## src/bds_pkg.sv

```systemverilog
package bds_pkg;

    // Field widths
    localparam int QTY_W   = 16;
    localparam int WGT_W   = 16;
    localparam int VAL_W   = 32;
    localparam int IDX_W   = 16;
    localparam int SCORE_W = 40;
    localparam int SUM_W   = 38;

    // Root of the sum in Q.8: radicand is sum << 8, root has half the bits
    localparam int RAD_W   = SUM_W + 8;
    localparam int ROOT_W  = RAD_W / 2;
    localparam int RREM_W  = ROOT_W + 3;

    // Iteration counts of the shared sequential units
    localparam int ROOT_STEPS = ROOT_W;
    localparam int DIV_STEPS  = SCORE_W;
    localparam int STEP_W     = 6;

    localparam logic [SUM_W-1:0] SUM_MAX = {SUM_W{1'b1}};

    // Controller state, one-hot
    typedef enum logic [3:0] {
        S_ACC  = 4'b0001,
        S_ROOT = 4'b0010,
        S_DIV  = 4'b0100,
        S_FIN  = 4'b1000
    } t_state;

    // Controller to datapath
    typedef struct packed {
        logic accept;     // input transaction taken
        logic root_step;  // one root iteration
        logic root_done;  // last root iteration, root becomes divisor
        logic div_step;   // one quotient bit
        logic load_out;   // result register loaded
    } t_cmd;

    // Datapath to controller
    typedef struct packed {
        logic mode;       // 1 = density
    } t_status;

endpackage

```

## src/bds_datapath.sv

```systemverilog
module bds_datapath #(
    parameter int MAX_RESOURCES = 64
) (
    input  logic                          i_clk,
    input  logic                          i_rst_n,
    input  logic                          i_cfg_we,
    input  logic                          i_cfg_data,
    input  logic [bds_pkg::QTY_W-1:0]     i_quantity,
    input  logic [bds_pkg::WGT_W-1:0]     i_weight,
    input  logic [bds_pkg::VAL_W-1:0]     i_bid_value,
    input  logic                          i_bid_close,
    input  bds_pkg::t_cmd                 i_cmd,
    output bds_pkg::t_status              o_status,
    output logic [bds_pkg::IDX_W-1:0]     o_bid_index,
    output logic [bds_pkg::SCORE_W-1:0]   o_score,
    output logic                          o_zero_divisor
);
    import bds_pkg::*;

    localparam int CNT_W = $clog2(MAX_RESOURCES + 1);

    logic               r_score_mode;
    logic [SUM_W-1:0]   r_sum, n_sum;
    logic [CNT_W-1:0]   r_cnt;
    logic [IDX_W-1:0]   r_bid_cnt;
    logic [RAD_W-1:0]   r_rad;
    logic [RREM_W-1:0]  r_rrem, n_rrem;
    logic [ROOT_W-1:0]  r_root, n_root;
    logic [SUM_W-1:0]   r_div;
    logic [SCORE_W-1:0] r_num;
    logic [SUM_W-1:0]   r_drem;
    logic [IDX_W-1:0]   r_out_idx;
    logic [SCORE_W-1:0] r_out_score;
    logic               r_out_zero;

    logic [31:0]        prod;
    logic [SUM_W-1:0]   add;
    logic [SUM_W:0]     sum_ext;
    logic               room;
    logic [RREM_W-1:0]  rrem_sh, rtrial;
    logic [SUM_W:0]     drem_sh;
    logic               dge;

    // Element accumulation with saturation; full rows add nothing
    always_comb begin
        prod    = i_quantity * i_weight;
        add     = r_score_mode ? {{(SUM_W-32){1'b0}}, prod}
                               : {{(SUM_W-QTY_W-8){1'b0}}, i_quantity, 8'h00};
        sum_ext = {1'b0, r_sum} + {1'b0, add};
        room    = (r_cnt < CNT_W'(MAX_RESOURCES));
        if (!room) begin
            n_sum = r_sum;
        end else if (sum_ext[SUM_W]) begin
            n_sum = SUM_MAX;
        end else begin
            n_sum = sum_ext[SUM_W-1:0];
        end
    end

    // One root iteration: two radicand bits in, one root bit out
    always_comb begin
        rrem_sh = {r_rrem[RREM_W-3:0], r_rad[RAD_W-1 -: 2]};
        rtrial  = {1'b0, r_root, 2'b01};
        if (rrem_sh >= rtrial) begin
            n_rrem = rrem_sh - rtrial;
            n_root = {r_root[ROOT_W-2:0], 1'b1};
        end else begin
            n_rrem = rrem_sh;
            n_root = {r_root[ROOT_W-2:0], 1'b0};
        end
    end

    // One restoring-division step; a zero divisor yields all ones
    always_comb begin
        drem_sh = {r_drem, r_num[SCORE_W-1]};
        dge     = (drem_sh >= {1'b0, r_div});
    end

    // Control state
    always_ff @(posedge i_clk) begin
        if (!i_rst_n) begin
            r_score_mode <= 1'b1;
            r_sum        <= '0;
            r_cnt        <= '0;
            r_bid_cnt    <= '0;
        end else begin
            if (i_cfg_we) begin
                r_score_mode <= i_cfg_data;
            end
            // last element: bid closes, accumulator starts over
            if (i_cmd.accept) begin
                if (i_bid_close) begin
                    r_sum <= '0;
                    r_cnt <= '0;
                end else begin
                    r_sum <= n_sum;
                    if (room) begin
                        r_cnt <= r_cnt + 1'b1;
                    end
                end
            end
            if (i_cmd.load_out) begin
                r_bid_cnt <= r_bid_cnt + 1'b1;
            end
        end
    end

    // Payload: root, divide and result registers
    always_ff @(posedge i_clk) begin
        if (i_cmd.accept) begin
            r_rad  <= {n_sum, 8'h00};
            r_rrem <= '0;
            r_root <= '0;
            r_div  <= n_sum;
            r_num  <= {i_bid_value, 8'h00};
            r_drem <= '0;
        end
        if (i_cmd.root_step) begin
            r_rad  <= {r_rad[RAD_W-3:0], 2'b00};
            r_rrem <= n_rrem;
            r_root <= n_root;
        end
        if (i_cmd.root_done) begin
            r_div <= {{(SUM_W-ROOT_W){1'b0}}, n_root};
        end
        if (i_cmd.div_step) begin
            r_drem <= dge ? SUM_W'(drem_sh - {1'b0, r_div}) : drem_sh[SUM_W-1:0];
            r_num  <= {r_num[SCORE_W-2:0], dge};
        end
        if (i_cmd.load_out) begin
            r_out_idx   <= r_bid_cnt;
            r_out_score <= r_num;
            r_out_zero  <= (r_div == '0);
        end
    end

    assign o_status.mode  = r_score_mode;
    assign o_bid_index    = r_out_idx;
    assign o_score        = r_out_score;
    assign o_zero_divisor = r_out_zero;

endmodule

```

## src/bds_ctrl.sv

```systemverilog
module bds_ctrl (
    input  logic              i_clk,
    input  logic              i_rst_n,
    input  logic              i_in_valid,
    input  logic              i_last_of_bid,
    input  logic              i_out_ready,
    input  bds_pkg::t_status  i_status,
    output logic              o_in_ready,
    output logic              o_out_valid,
    output bds_pkg::t_cmd     o_cmd,
    output logic              o_bid_close
);
    import bds_pkg::*;

    t_state            r_state, n_state;
    logic [STEP_W-1:0] r_step, n_step;
    logic              r_out_valid, n_out_valid;

    // Next state and commands
    always_comb begin
        n_state     = r_state;
        n_step      = r_step;
        o_cmd       = '0;
        o_in_ready  = 1'b0;
        o_bid_close = 1'b0;
        unique case (r_state)
            S_ACC: begin
                o_in_ready = 1'b1;
                if (i_in_valid) begin
                    o_cmd.accept = 1'b1;
                    if (i_last_of_bid) begin
                        o_bid_close = 1'b1;
                        n_step      = '0;
                        n_state     = i_status.mode ? S_ROOT : S_DIV;
                    end
                end
            end
            S_ROOT: begin
                o_cmd.root_step = 1'b1;
                n_step          = r_step + 1'b1;
                if (r_step == STEP_W'(ROOT_STEPS - 1)) begin
                    o_cmd.root_done = 1'b1;
                    n_step          = '0;
                    n_state         = S_DIV;
                end
            end
            S_DIV: begin
                o_cmd.div_step = 1'b1;
                n_step         = r_step + 1'b1;
                if (r_step == STEP_W'(DIV_STEPS - 1)) begin
                    n_step  = '0;
                    n_state = S_FIN;
                end
            end
            S_FIN: begin
                if (!r_out_valid || i_out_ready) begin
                    o_cmd.load_out = 1'b1;
                    n_state        = S_ACC;
                end
            end
            default: begin
                n_state = S_ACC;
            end
        endcase
    end

    // Result register occupancy
    always_comb begin
        if (o_cmd.load_out) begin
            n_out_valid = 1'b1;
        end else if (i_out_ready) begin
            n_out_valid = 1'b0;
        end else begin
            n_out_valid = r_out_valid;
        end
    end

    always_ff @(posedge i_clk) begin
        if (!i_rst_n) begin
            r_state     <= S_ACC;
            r_step      <= '0;
            r_out_valid <= 1'b0;
        end else begin
            r_state     <= n_state;
            r_step      <= n_step;
            r_out_valid <= n_out_valid;
        end
    end

    assign o_out_valid = r_out_valid;

    // A pending result is never overwritten
    a_no_overwrite: assert property (@(posedge i_clk) disable iff (!i_rst_n)
        o_cmd.load_out |-> (!r_out_valid || i_out_ready))
        else $error("result register overwritten");

    // Closing a bid leaves the accumulate state
    a_close_leaves: assert property (@(posedge i_clk) disable iff (!i_rst_n)
        o_bid_close |=> (r_state != S_ACC))
        else $error("bid close did not start scoring");

    // A new result only appears after the finish state
    a_out_from_fin: assert property (@(posedge i_clk) disable iff (!i_rst_n)
        (!r_out_valid ##1 r_out_valid) |-> $past(r_state == S_FIN))
        else $error("result without finish");

    // Root completion hands over to the divider
    a_root_to_div: assert property (@(posedge i_clk) disable iff (!i_rst_n)
        o_cmd.root_done |=> (r_state == S_DIV && r_step == '0))
        else $error("root did not hand over to divider");

endmodule

```

## src/bid_density_scorer_core.sv

```systemverilog
// Channel | valid      | ready       | payload
// in      | i_in_valid | o_in_ready  | i_quantity, i_weight, i_bid_value, i_last_of_bid
// out     | o_out_valid| i_out_ready | o_bid_index, o_score, o_zero_divisor
// cfg     | i_cfg_we   | -           | i_cfg_data (score_mode)
//
// An element that does not close a bid is taken at once; the next can follow straight after.
// A closing element starts the bit-serial divider (average mode) or the bit-serial root
// and then the bit-serial divider (density mode), and then the result is loaded; no further
// element is taken until that load.
// The load waits while the previous result is still held on the output.
// Synchronous active-low reset; score_mode resets to density.
module bid_density_scorer_core #(
    parameter int MAX_RESOURCES = 64
) (
    input  logic                          i_clk,
    input  logic                          i_rst_n,
    input  logic                          i_cfg_we,
    input  logic                          i_cfg_data,
    input  logic                          i_in_valid,
    output logic                          o_in_ready,
    input  logic [bds_pkg::QTY_W-1:0]     i_quantity,
    input  logic [bds_pkg::WGT_W-1:0]     i_weight,
    input  logic [bds_pkg::VAL_W-1:0]     i_bid_value,
    input  logic                          i_last_of_bid,
    output logic                          o_out_valid,
    input  logic                          i_out_ready,
    output logic [bds_pkg::IDX_W-1:0]     o_bid_index,
    output logic [bds_pkg::SCORE_W-1:0]   o_score,
    output logic                          o_zero_divisor
);
    import bds_pkg::*;

    t_cmd    cmd;
    t_status status;
    logic    bid_close;

    // Sequencer
    bds_ctrl u_ctrl (
        .i_clk         (i_clk),
        .i_rst_n       (i_rst_n),
        .i_in_valid    (i_in_valid),
        .i_last_of_bid (i_last_of_bid),
        .i_out_ready   (i_out_ready),
        .i_status      (status),
        .o_in_ready    (o_in_ready),
        .o_out_valid   (o_out_valid),
        .o_cmd         (cmd),
        .o_bid_close   (bid_close)
    );

    // Accumulator, root, divider and result registers
    bds_datapath #(
        .MAX_RESOURCES (MAX_RESOURCES)
    ) u_datapath (
        .i_clk          (i_clk),
        .i_rst_n        (i_rst_n),
        .i_cfg_we       (i_cfg_we),
        .i_cfg_data     (i_cfg_data),
        .i_quantity     (i_quantity),
        .i_weight       (i_weight),
        .i_bid_value    (i_bid_value),
        .i_bid_close    (bid_close),
        .i_cmd          (cmd),
        .o_status       (status),
        .o_bid_index    (o_bid_index),
        .o_score        (o_score),
        .o_zero_divisor (o_zero_divisor)
    );

endmodule

```

## config.mk

```make
export PLATFORM = sky130hd
export DESIGN_NAME = bid_density_scorer_core
export DESIGN_NICKNAME = d
export VERILOG_FILES = /design/src/bds_pkg.sv /design/src/bds_datapath.sv /design/src/bds_ctrl.sv /design/src/bid_density_scorer_core.sv
export SDC_FILE = /design/constraint.sdc
export NUM_CORES = 1
export LEC_CHECK = 0
export BUFFER_PORTS_ARGS = -buffer_cell sky130_fd_sc_hd__buf_2
export CAP_MARGIN = 20
export CORE_MARGIN = 10
export CORE_UTILIZATION = 55
export DETAILED_ROUTE_END_ITERATION = 8
export HOLD_SLACK_MARGIN = 0.08
export PLACE_DENSITY = 0.73
export REMOVE_ABC_BUFFERS = 1
export SYNTH_ARGS = -nofsm -noshare
export SYNTH_HDL_FRONTEND = slang
export SYNTH_HIERARCHICAL = 1
export SYNTH_SLANG_ARGS = --single-unit
```

## constraint.sdc

```tcl
create_clock -name i_clk -period 11.1 [get_ports i_clk]
set_input_delay 1.665 -clock i_clk [delete_from_list [all_inputs] [get_ports i_clk]]
set_output_delay 1.665 -clock i_clk [all_outputs]
set_load 0.05 [all_outputs]
```

Word level (Yosys, flattened, before mapping)
Index checks and enable logic that the tools add are counted.
{ "totals": {"mem_bits_ro": 0, "out_inout_bits": 59, "memories": 0, "elab_cells": 97, "regBits": 331, "input_bits": 71, "ram_bits": 0, "latchBits": 0} }
{ "classes": {"bitwise_logic": 0, "order_cmp": 3, "eq_ne": 11, "n_reduce_logical": 12, "shifts": 0, "add_sub_neg": 6, "div_mod_pow": 0, "n_mux": 46, "multipliers": 1} }
{ "op_table": {"columns": ["operator", "n"], "rows": [
  ["38-bit 2-to-1 mux", 6],
  ["23-bit 2-to-1 mux", 4],
  ["46-bit 2-to-1 mux", 2],
  ["40-bit 2-to-1 mux", 2],
  ["24-bit 2-to-1 mux", 3],
  ["38-bit by 38-bit adder with 39-bit output", 1],
  ["39-bit by 38-bit >= comparator with 1-bit output", 1],
  ["38-bit logical NOT", 1],
  ["38-bit subtractor", 1],
  ["16-bit by 16-bit multiplier with 32-bit output", 1],
  ["32-bit 2-to-1 mux", 1],
  ["26-bit by 25-bit >= comparator with 1-bit output", 1],
  ["6-bit 2-to-1 mux", 4],
  ["24-bit subtractor", 1],
  ["4-bit 2-to-1 mux", 5],
  ["6-bit case mux with 3 select lines", 1],
  ["16-bit by 1-bit adder with 16-bit output (second input constant)", 1],
  ["4-bit case mux with 4 select lines", 1],
  ["7-bit 2-to-1 mux", 2],
  ["1-bit 2-to-1 mux", 13],
  ["2-bit nonzero test", 5],
  ["7-bit by 1-bit adder with 7-bit output (second input constant)", 1],
  ["7-bit < comparator (second input constant)", 1],
  ["6-bit by 1-bit adder with 6-bit output (second input constant)", 1],
  ["16 further kinds", 19]
]} }

Longest topological paths before layout
Gate-level depths: netlist (run 1).
{ "depth": {"word_depth": 7, "ltp_mapped": 37} }

Modules after synthesis
Netlist (run 1), hierarchy kept.
{ "by_module_without_submodules": {"columns": ["module", "seq_area_each_um2", "cells_per_inst", "n_inst", "area_each_um2"], "rows": [
  ["bds_datapath", 8838.5, 2835, 1, 27164.8],
  ["bds_ctrl", 220.2, 80, 1, 678.2]
]} }

Worst setup path after synthesis (run 1)
Ideal clock, no wire load.
{ "synth_path": {"path_type": "input to register", "startpoint": "input port i_weight[3] (netlist bit)", "endpoint": "register u_datapath.r_div[30]", "path_stages": 35, "setup_slack_ps": 1571, "setup_time_ps": 66, "arrival_ps": 9463, "cell_sequence": "clkbuf_1 > nand2_1 > fa_1 > fa_1 > fa_1 > inv_1 > fa_1 > fa_1 > inv_1 > fa_1 > inv_1 > ha_1 > clkbuf_1 > a21o_1 > a21o_1 > a21oi_1 > o21ai_1 > a21boi_1 > o21bai_1 > o41ai_1 > xnor2_1 > mux2_2 > ha_1 > buf_2 > nand4_1 > or3_1 > nor4_1 > o211ai_1 > and2_1 > buf_2 > o21ai_2 > buf_6 > nor2_2 > o31ai_1 > nor2b_1"} }
{ "synth_between": {"elab_chain_len": 5} }
{ "synth_lines": {"columns": ["item", "line", "text"], "rows": [
  ["from (decl)", "bid_density_scorer_core.sv:22", "input logic [bds_pkg::WGT_W-1:0] i_weight,"],
  ["16-bit by 16-bit multiplier with 32-bit output", "bds_datapath.sv:46", "prod = i_quantity * i_weight;"],
  ["32-bit 2-to-1 mux", "bds_datapath.sv:47", "add = r_score_mode ? {{(SUM_W-32){1'b0}}, prod}"],
  ["38-bit by 38-bit adder with 39-bit output", "bds_datapath.sv:49", "sum_ext = {1'b0, r_sum} + {1'b0, add};"],
  ["38-bit 2-to-1 mux", "bds_datapath.sv:53", "end else if (sum_ext[SUM_W]) begin"],
  ["38-bit 2-to-1 mux", "bds_datapath.sv:51", "if (!room) begin"],
  ["to (signal assigned)", "bds_datapath.sv:114", "r_div <= n_sum;"],
  ["to (signal assigned)", "bds_datapath.sv:124", "r_div <= {{(SUM_W-ROOT_W){1'b0}}, n_root};"],
  ["to (decl)", "bds_datapath.sv:29", "logic [SUM_W-1:0] r_div;"]
]} }
No other way between the ends.
A chain may end at the register's enable or synchronous reset.

Final worst setup path (run 1)
{ "layout_path": {"startpoint": "input port i_quantity[6] (netlist bit)", "endpoint": "register u_datapath.r_div[21], data pin"} }
{ "layout_between": {"elab_chain_len": 7} }
{ "layout_lines": {"columns": ["item", "line", "text"], "rows": [
  ["from (decl)", "bid_density_scorer_core.sv:21", "input logic [bds_pkg::QTY_W-1:0] i_quantity,"],
  ["16-bit by 16-bit multiplier with 32-bit output", "bds_datapath.sv:46", null],
  ["32-bit 2-to-1 mux (*)", "bds_datapath.sv:47", null],
  ["38-bit by 38-bit adder with 39-bit output (*)", "bds_datapath.sv:49", null],
  ["38-bit 2-to-1 mux (*)", "bds_datapath.sv:53", null],
  ["38-bit 2-to-1 mux (*)", "bds_datapath.sv:51", null],
  ["23-bit 2-to-1 mux (*)", "bds_datapath.sv:110", "if (i_cmd.accept) begin"],
  ["23-bit 2-to-1 mux (*)", "bds_datapath.sv:123", "if (i_cmd.root_done) begin"]
]} }
Every way passes the cells marked *; elsewhere a longest branch is shown, timed or not. The select of a mux whose other input is x is not followed.

==> flow_summary.ini, run 1 <==
[status]
status = completed

[synthesis]
synth_seq_cells = 331
syn_inst = 2915
yosysUniqueCellTypes = 94
synth_edf_count = 243
synthFlopType = edfxtp_1
syn_avg_cell_area_sq_um = 9.552
async_flop_share_pct = 0
yosys_warnings = 6
yosysSeqAreaShare_pct = 32.53
synth.cell_area_sq_um = 27840

[sta]
rsz0062_at_grt = no
fmax_mhz = 100.2
tightest_slew_ns = 1.054
fin_crit_sh_pct = 89.94
setup_viol = 0
finalClockSkew_ns = 0.03230
maxSlewHeadroom_pct = 29.76
finalHoldViolCount = 0
maxSlewViolCount = 0
setup_tns_ns = 0
min_period_ns = 9.983

[worst_setup_path]
worstPathRequired_ns = 11.48
cp_slowest_cell = fa_1
startpoint = i_quantity[6]
critPathTopFamily = adder cells
cp.arrival_ns = 10.37
end_kind = flop
crit_type = input port to flop
cp_max_fo = 17
critPathLaunchType = input port
cp_common_cell = fa_1
cpPeakStageDelay_ns = 0.55
r2r-start = u_datapath/o_status
critPathBufInv = 5

[clock_tree]
cts_setup_buffers = 0
numCtsBuffers = 37
cts_tree = done
cts_hold_buf = 0
path_clk_slew_ns = 0.06
clockBufferDepth = 3
h-tree-depth = 2
clk_latency_ns = 0.56
cts_resized = 0
clkSinkCount = 331
cts-root-buf = clkbuf_16

[routing]
routed_wl_mm = 70.38
routedWlPerCell_um = 19.11
routed_via_density = 5.847
drc = 0
final_antenna_net_count = 0
vias = 21533
dr.first_iter.drc_count = 1686
drt_pass1_iterations = 6

[die]
die_h_um = 245.0
core_sq_um = 50070
die_area_sq_um = 60020
start_util_pct = 55.61
io_pins = 130
row_count = 82
die_w_um = 245.0

[final_layout]
fin_cells = 3683
synthToLayoutAreaGrowth_pct = 8.713
drive_gt1_share_pct = 10.53
nets = 3451

[placement]
hpwlAfterDp_mm = 53.36
dpl.cell_count = 3614
port-buffer-count = 129
routabilityCongestion = 0.9861

[global_routing]
grt_pass1_vias = 21673
grt_antenna_before_repair = 4
grt_usage_pct = 23.04
grt_pass1_wl_mm = 113.1
grt_max_degree = 79
grt_overflow_total = 0

[min_path]
hp-class = flop to flop
min-delay-start = u_datapath/r_num[24]

[flow_run]
max-cap-violations = 0
[Yosys cell counts (all sizes together), types with 48 or more instances]
| cell type | count | share of area (%) |
|---|---|---|
| clkbuf | 101 | 1.4 |
| a21oi | 125 | 2.3 |
| a21o | 48 | 1.3 |
| ha | 203 | 9.1 |
| o21ai | 174 | 3.2 |
| inv | 342 | 4.6 |
| edfxtp | 243 | 26 |
| fa | 196 | 14 |
| and2 | 155 | 3.5 |
| mux2 | 48 | 1.9 |
| nand2 | 355 | 4.8 |
| dfxtp | 88 | 6.3 |
| nor2 | 127 | 1.7 |
| mux2i | 56 | 2.0 |
| xnor2 | 81 | 2.5 |
| nor2b | 52 | 1.2 |
[final timing paths]
kind	to	slack, ns	cells after the start
setup reg to reg	u_datapath/r_rad[31]	6.77	12
hold reg to reg	u_datapath/o_score[24]	0.44	0
hold / removal	u_datapath/o_score[24]	0.44	0
setup / recovery	u_datapath/r_div[21]	1.12	32
[routing by layer]
metal,wire length (um),track usage [%],vias up,share of wire [%]
li1,-,-,10132,-
met1,29920,29.67,10572,43
met2,33570,38.16,661,48
met3,4311,4.170,162,6.1
met4,2538,8.712,6,3.6
met5,39,0,-,0.055
[cells in the final DEF, fill, tap and decap left out, drive strengths merged, types with 16 or more instances in the layout]
cell,netlist,final
nand3,44,44
and3,23,23
xnor2,81,81
nor3,35,35
nor2,127,127
a211oi,16,16
o21a,18,18
nand2b,26,26
nor2b,52,52
nand4,34,34
a21oi,125,125
o211ai,18,18
mux2i,56,56
o31ai,27,27
clkbuf,101,49
edfxtp,243,243
buf,27,155
nand2,355,355
fa,196,196
xor2,37,37
o21ai,174,174
or3,21,21
and2,155,155
mux2,48,48
ha,203,203
dfxtp,88,88
o22ai,18,18
a21o,48,48
inv,342,346
[final cells by class]
cell class	count	area, sq um
antenna	1	2.502
clock buffer	49	1075
clock inverter	19	145.1
fill	4313	19800
inverter	343	1289
multi-input combinational	2113	17020
sequential	331	9059
tap	672	840.8
timing repair buffer	155	840.8
[worst reg2reg max path, cell delays in order (launching register included)]
cell	delay, ns
dfxtp_1	0.31
buf_4	0.39
mux2_2	0.48
ha_1	0.37
a21oi_2	0.26
nand2_1	0.10
a221oi_1	0.47
o31ai_1	0.26
a31o_2	0.33
a221oi_1	0.32
xnor2_1	0.20
o31ai_2	0.44
o21ai_0	0.14
[flip-flops by register name (all words and copies together) (netlist names)]
name / count
u_datapath/r_num: 40
u_datapath/o_score: 40
u_ctrl/r_state: 4
u_datapath/o_status: 1
u_datapath/r_bid_cnt: 16
u_ctrl/o_out_valid: 1
u_datapath/o_bid_index: 16
u_datapath/o_zero_divisor: 1
u_datapath/r_drem: 38
u_datapath/r_rad: 38
u_datapath/r_div: 38
u_datapath/r_root: 23
u_ctrl/r_step: 6
u_datapath/r_sum: 38
u_datapath/r_rrem: 24
u_datapath/r_cnt: 7
[metrics by stage]
| stage | instance area (sq um) | utilization, % | worst slack, ns | hold WS (ns) |
|---|---|---|---|---|
| after floorplan | 27310 | - | 0.9311 | 0.4181 |
| after global placement | 29050 | 58.01 | 0.7947 | 0.4244 |
| after global routing | 30270 | 60.45 | 0.5957 | 0.4590 |
| after detailed placement | 29050 | 58.01 | 0.6322 | 0.4281 |
| final | 30270 | 60.46 | 1.117 | 0.4448 |
| after CTS | 30270 | 60.45 | 1.190 | 0.4432 |
[cells by family after synthesis]
| family | after synthesis | share of synthesized area [%] |
|---|---|---|
| buffers and inverters | 471 | 6.525 |
| flip-flops | 331 | 32.53 |
| AND/OR/NAND/NOR | 932 | 16.79 |
| multiplexers | 104 | 3.955 |
| AO/OA/AOI/OAI | 560 | 13.27 |
| XOR/XNOR | 118 | 3.712 |
| adder cells (fa/ha/maj) | 399 | 23.21 |
Power of run 1 is not shown: default switching activity piles up to over one toggle a cycle in this logic, so the estimate is an artifact.
==> run 2, diff against run 1 <==
Settings changed: PLACE_DENSITY 0.73 to 0.75.
Clock period 11.1 ns to 8.4 ns, I/O delays scaled along.
==> flow_summary.ini, run 2 (same netlist as run 1, synthesis figures left out) <==
[status]
status = complete, but fails checks
violations = negative setup slack

[min_path]
hp-class = flop to flop
min-delay-start = u_datapath/r_num[7]

[final_layout]
most-common-layout-cells = nand2_1, inv_1, buf_4
synthToLayoutAreaGrowth_pct = 21.64
final_common_cell = nand2_1
fin_cells = 3965
diodes = 0
nets = 3737
drive_gt1_share_pct = 23.84

[sta]
fin_ws_ns = -0.07881
fmax_mhz = 117.9
maxSlewViolCount = 0
finalHoldViolCount = 0
setup_viol = 13
finalClockSkew_ns = 0.01284
min_period_ns = 8.479
fin_crit_sh_pct = 100.9
tightest_slew_ns = 1.086
rsz0062_at_grt = yes
maxSlewHeadroom_pct = 27.57

[clock_tree]
clockBufferDepth = 3
clk_latency_ns = 0.54
path_clk_slew_ns = 0.06
h-tree-depth = 2
cts-root-buf = clkbuf_16
clkSinkCount = 331
numCtsBuffers = 36
cts_tree = done
cts_hold_buf = 0

[global_routing]
grt_max_degree = 79
grt_usage_pct = 24.55
grt_pass1_vias = 23411
grt_pass1_wl_mm = 121.1
grt_overflow_total = 0
grt_antenna_before_repair = 0

[die]
core_sq_um = 50070
row_count = 82
io_pins = 130
start_util_pct = 55.61
die_w_um = 245.0
die_area_sq_um = 60020
die_h_um = 245.0

[worst_setup_path]
end_kind = flop
crit_type = input port to flop
worstPathRequired_ns = 8.84
r2r-start = u_datapath/o_status
startpoint = i_quantity[5]
cp_slowest_cell = fa_1
cp_max_fo = 8
critPathLaunchType = input port
cp.arrival_ns = 8.92
cp_common_cell = buf_6
cpPeakStageDelay_ns = 0.56

[routing]
routed_wl_mm = 76.53
drc = 0
wl_met3_mm = 4.594
routedWlPerCell_um = 19.30
vias = 23044
dr.first_iter.drc_count = 1571
wl_met2_mm = 37.30
final_antenna_net_count = 0
top_layer = met4
wl_met1_mm = 31.61
drt_pass1_iterations = 6
routed_via_density = 5.812

[placement]
routabilityCongestion = 0.9754
port-buffer-count = 129
dpl.cell_count = 3856
hpwlAfterDp_mm = 57.60
place_ws_ns = -1.125

[flow_run]
max-cap-violations = 0
[run 2: metal layers]
| layer | vias up | track usage [%] |
|---|---|---|
| li1 | 10704 | - |
| met1 | 11355 | 30.96 |
| met2 | 789 | 42.41 |
| met3 | 196 | 3.367 |
| met4 | 0 | 8.858 |
| met5 | - | 0 |
[run 2: final timing paths]
kind | end | slack [ns] | depth (start not counted)
max | u_datapath/r_div[27] | -0.08 | 35
max reg2reg | u_datapath/r_div[36] | 4.22 | 15
min | u_datapath/o_score[7] | 0.45 | 0
min reg2reg | u_datapath/o_score[7] | 0.45 | 0
[run 2: area by class of cell]
class | count | area (sq um)
flip-flops and latches | 331 | 9059
repair buffers | 442 | 3455
well taps | 672 | 840.8
fillers | 3818 | 16200
clock inverters | 20 | 226.5
inverters | 343 | 1289
clock buffers | 44 | 950.9
multi-input cells | 2113 | 18050
[run 2: critical path: cells and delay by family]
kind | cells | cell delay (ns)
adders and majority gates | 8 | 3.69
AOI/OAI and AO/OA | 7 | 1.61
buffers and inverters | 11 | 1.11
and+or+nand+nor | 8 | 1.00
muxes | 1 | 0.23
[run 2: what timing repair did]
item / CTS / global route
pin swaps: 48 / 160
resized for setup: 108 / 283
setup endpoints to repair: 114 / 114
buffers inserted: 9 / 38
gates cloned: 0 / 3
[run 2: stage by stage]
step / setup TNS, ns / utilization [%] / area [sq um] / hold slack [ns]
after floorplan: -91.11 / - / 27310 / 0.4181
after global routing: -17.06 / 67.65 / 33870 / 0.4573
after global placement: -85.19 / 61.77 / 30930 / 0.4210
after detailed placement: -100.89 / 61.77 / 30930 / 0.4311
after CTS: -0.05772 / 65.11 / 32600 / 0.4456
final: -0.4403 / 67.65 / 33870 / 0.4471
Power of run 2 is left out for the same reason.
==> run 3, diff against run 2 <==
Settings changed: CORE_ASPECT_RATIO set to 1.1, CORE_UTILIZATION 55 to 58, PLACE_DENSITY 0.75 to 0.79.
==> flow_summary.ini, run 3 (same netlist as run 1, synthesis figures left out) <==
[clock_tree]
h-tree-depth = 2
numCtsBuffers = 34
path_clk_slew_ns = 0.06
clockBufferDepth = 3
clk_latency_ns = 0.54
cts_tree = done
clkSinkCount = 331
cts-root-buf = clkbuf_16

[global_routing]
grt_pass1_wl_mm = 120.9
grt_overflow_total = 0
grt_usage_pct = 25.48
grt_pass1_vias = 23916
use_met1_pct = 29.93
grtUsageMet2_pct = 45.20
grt_max_degree = 86
busiest_layer = met2
grt_antenna_before_repair = 0
use_met3_pct = 3.472

[die]
die_h_um = 249.8
die_w_um = 228.9
die_area_sq_um = 57180
io_pins = 130
row_count = 84
core_sq_um = 47610
start_util_pct = 58.48

[final_layout]
final_common_cell = nand2_1
synthToLayoutAreaGrowth_pct = 20.68
diodes = 0
ff_latch_area_sq_um = 9059
final_area_sq_um = 33600
nets = 3722
drive_gt1_share_pct = 22.86
fill_cells = 3374
most-common-layout-cells = nand2_1, inv_1, buf_4
multi_input_area_sq_um = 18050
utilization_pct = 70.57

[placement]
postPlaceCellArea_sq_um = 30820
routabilityCongestion = 0.9970
hpwlAfterDp_mm = 57.13
port-buffer-count = 129

[sta]
fin_crit_sh_pct = 101.8
tightest_slew_ns = 1.008
fmax_mhz = 116.9
setup_viol = 65
rsz0062_at_grt = yes
maxSlewHeadroom_pct = 32.80
min_period_ns = 8.555
fin_ws_ns = -0.1546
maxSlewViolCount = 0
finalClockSkew_ns = 0.02052
finalHoldViolCount = 0
hold_ws_ns = 0.4268

[routing]
routedWlPerCell_um = 19.38
drt_pass1_iterations = 6
final_antenna_net_count = 0
drc = 0
vias = 23226
dr.first_iter.drc_count = 1737
routed_wl_mm = 76.02
routed_via_density = 5.922

[worst_setup_path]
cpPeakStageDelay_ns = 0.57
crit_cells = 35
rrSetupSlack_ns = 4.21
crit_type = input port to flop
cp.arrival_ns = 8.95
cp_common_cell = fa_1
cp_slowest_cell = fa_1
reg2reg_to = u_datapath/r_rad[30]
critPathBufInv = 9
rr_worst_depth = 15
end_kind = flop
cp_max_fo = 7
r2r-start = u_datapath/o_status
worstPathRequired_ns = 8.79
startpoint = i_quantity[5]
critPathLaunchType = input port
critPathTopFamily = adder cells

[min_path]
holdPathStages = 0
worst_hold_path.endpoint = u_datapath/o_score[6]
min-delay-start = u_datapath/r_num[6]
hp-class = flop to flop

[status]
status = complete, but fails checks
violations = negative setup slack

[flow_run]
max-cap-violations = 0
==> run 3: changes by cell type in the layout (fill, tap and decap cells not counted), moves of 5 or more <==
cell,change
inv_1,+12
nand2_1,+7
o22ai_4,+7
o21ai_2,+8
o22ai_2,-10
buf_6,-9
inv_2,-12
buf_2,+9
ha_4,+5
buf_4,-15
o21ai_0,-6
==> run 3: layer usage <==
metal / share of wire (%) / wire length (um)
met1: 38 / 29000
met2: 51 / 38400
met3: 6.2 / 4702
met4: 5.2 / 3921
met5: 0 / 0
==> run 3: final cells by class <==
type                       instances  share of cell area [%]
clock inverter                    19                  0.5139
inverter                         343                   3.835
tap                              645                   2.402
sequential                       331                   26.96
multi-input combinational       2113                   53.71
clock buffer                      42                   2.715
timing repair buffer             429                   9.860
==> run 3: what timing repair did <==
action / CTS / global route
gates resized for setup: 171 / 177
gates cloned: 1 / 0
setup buffers: 27 / 19
endpoints found under the setup margin: 114 / 114
hold buffers: 0 / 0
pin swaps: 116 / 134
==> run 3: worst register-to-register path, stage by stage (launching register included) <==
cell and delay, ns:
dfxtp_1 0.31, buf_4 0.39, and3_1 0.34, ha_1 0.22, inv_1 0.07, fa_1 0.40, nand2b_1 0.18, a21o_1 0.19
a21oi_1 0.29, buf_4 0.21, o21ai_0 0.09, o31ai_1 0.38, xor2_1 0.18, or3_1 0.33, o21ai_1 0.20, o21ai_1 0.15
==> run 3: worst max-delay path by stage <==
| stage | to | slack, ns |
|---|---|---|
| 2_1_floorplan | u_datapath/r_rad[45] | -1.36 |
| 3_3_place_gp | u_datapath/r_div[13] | -1.08 |
| 4_1_cts | u_datapath/r_div[23] | 0.001 |
| 3_5_place_dp | u_datapath/r_div[13] | -1.25 |
| 6_report | u_datapath/r_rad[44] | -0.15 |
| 5_1_grt | u_datapath/r_rad[39] | -0.47 |
==> run 3: per-stage QoR <==
step	TNS, ns	std cells	setup WS, ns
2_1_floorplan	-91.11	2787	-1.364
3_5_place_dp	-100.34	3814	-1.248
6_report	-4.130	3922	-0.1546
4_1_cts	0	3903	0.001168
3_3_place_gp	-84.61	3814	-1.077
5_1_grt	-34.69	3922	-0.4678
Power of run 3 is left out for the same reason.
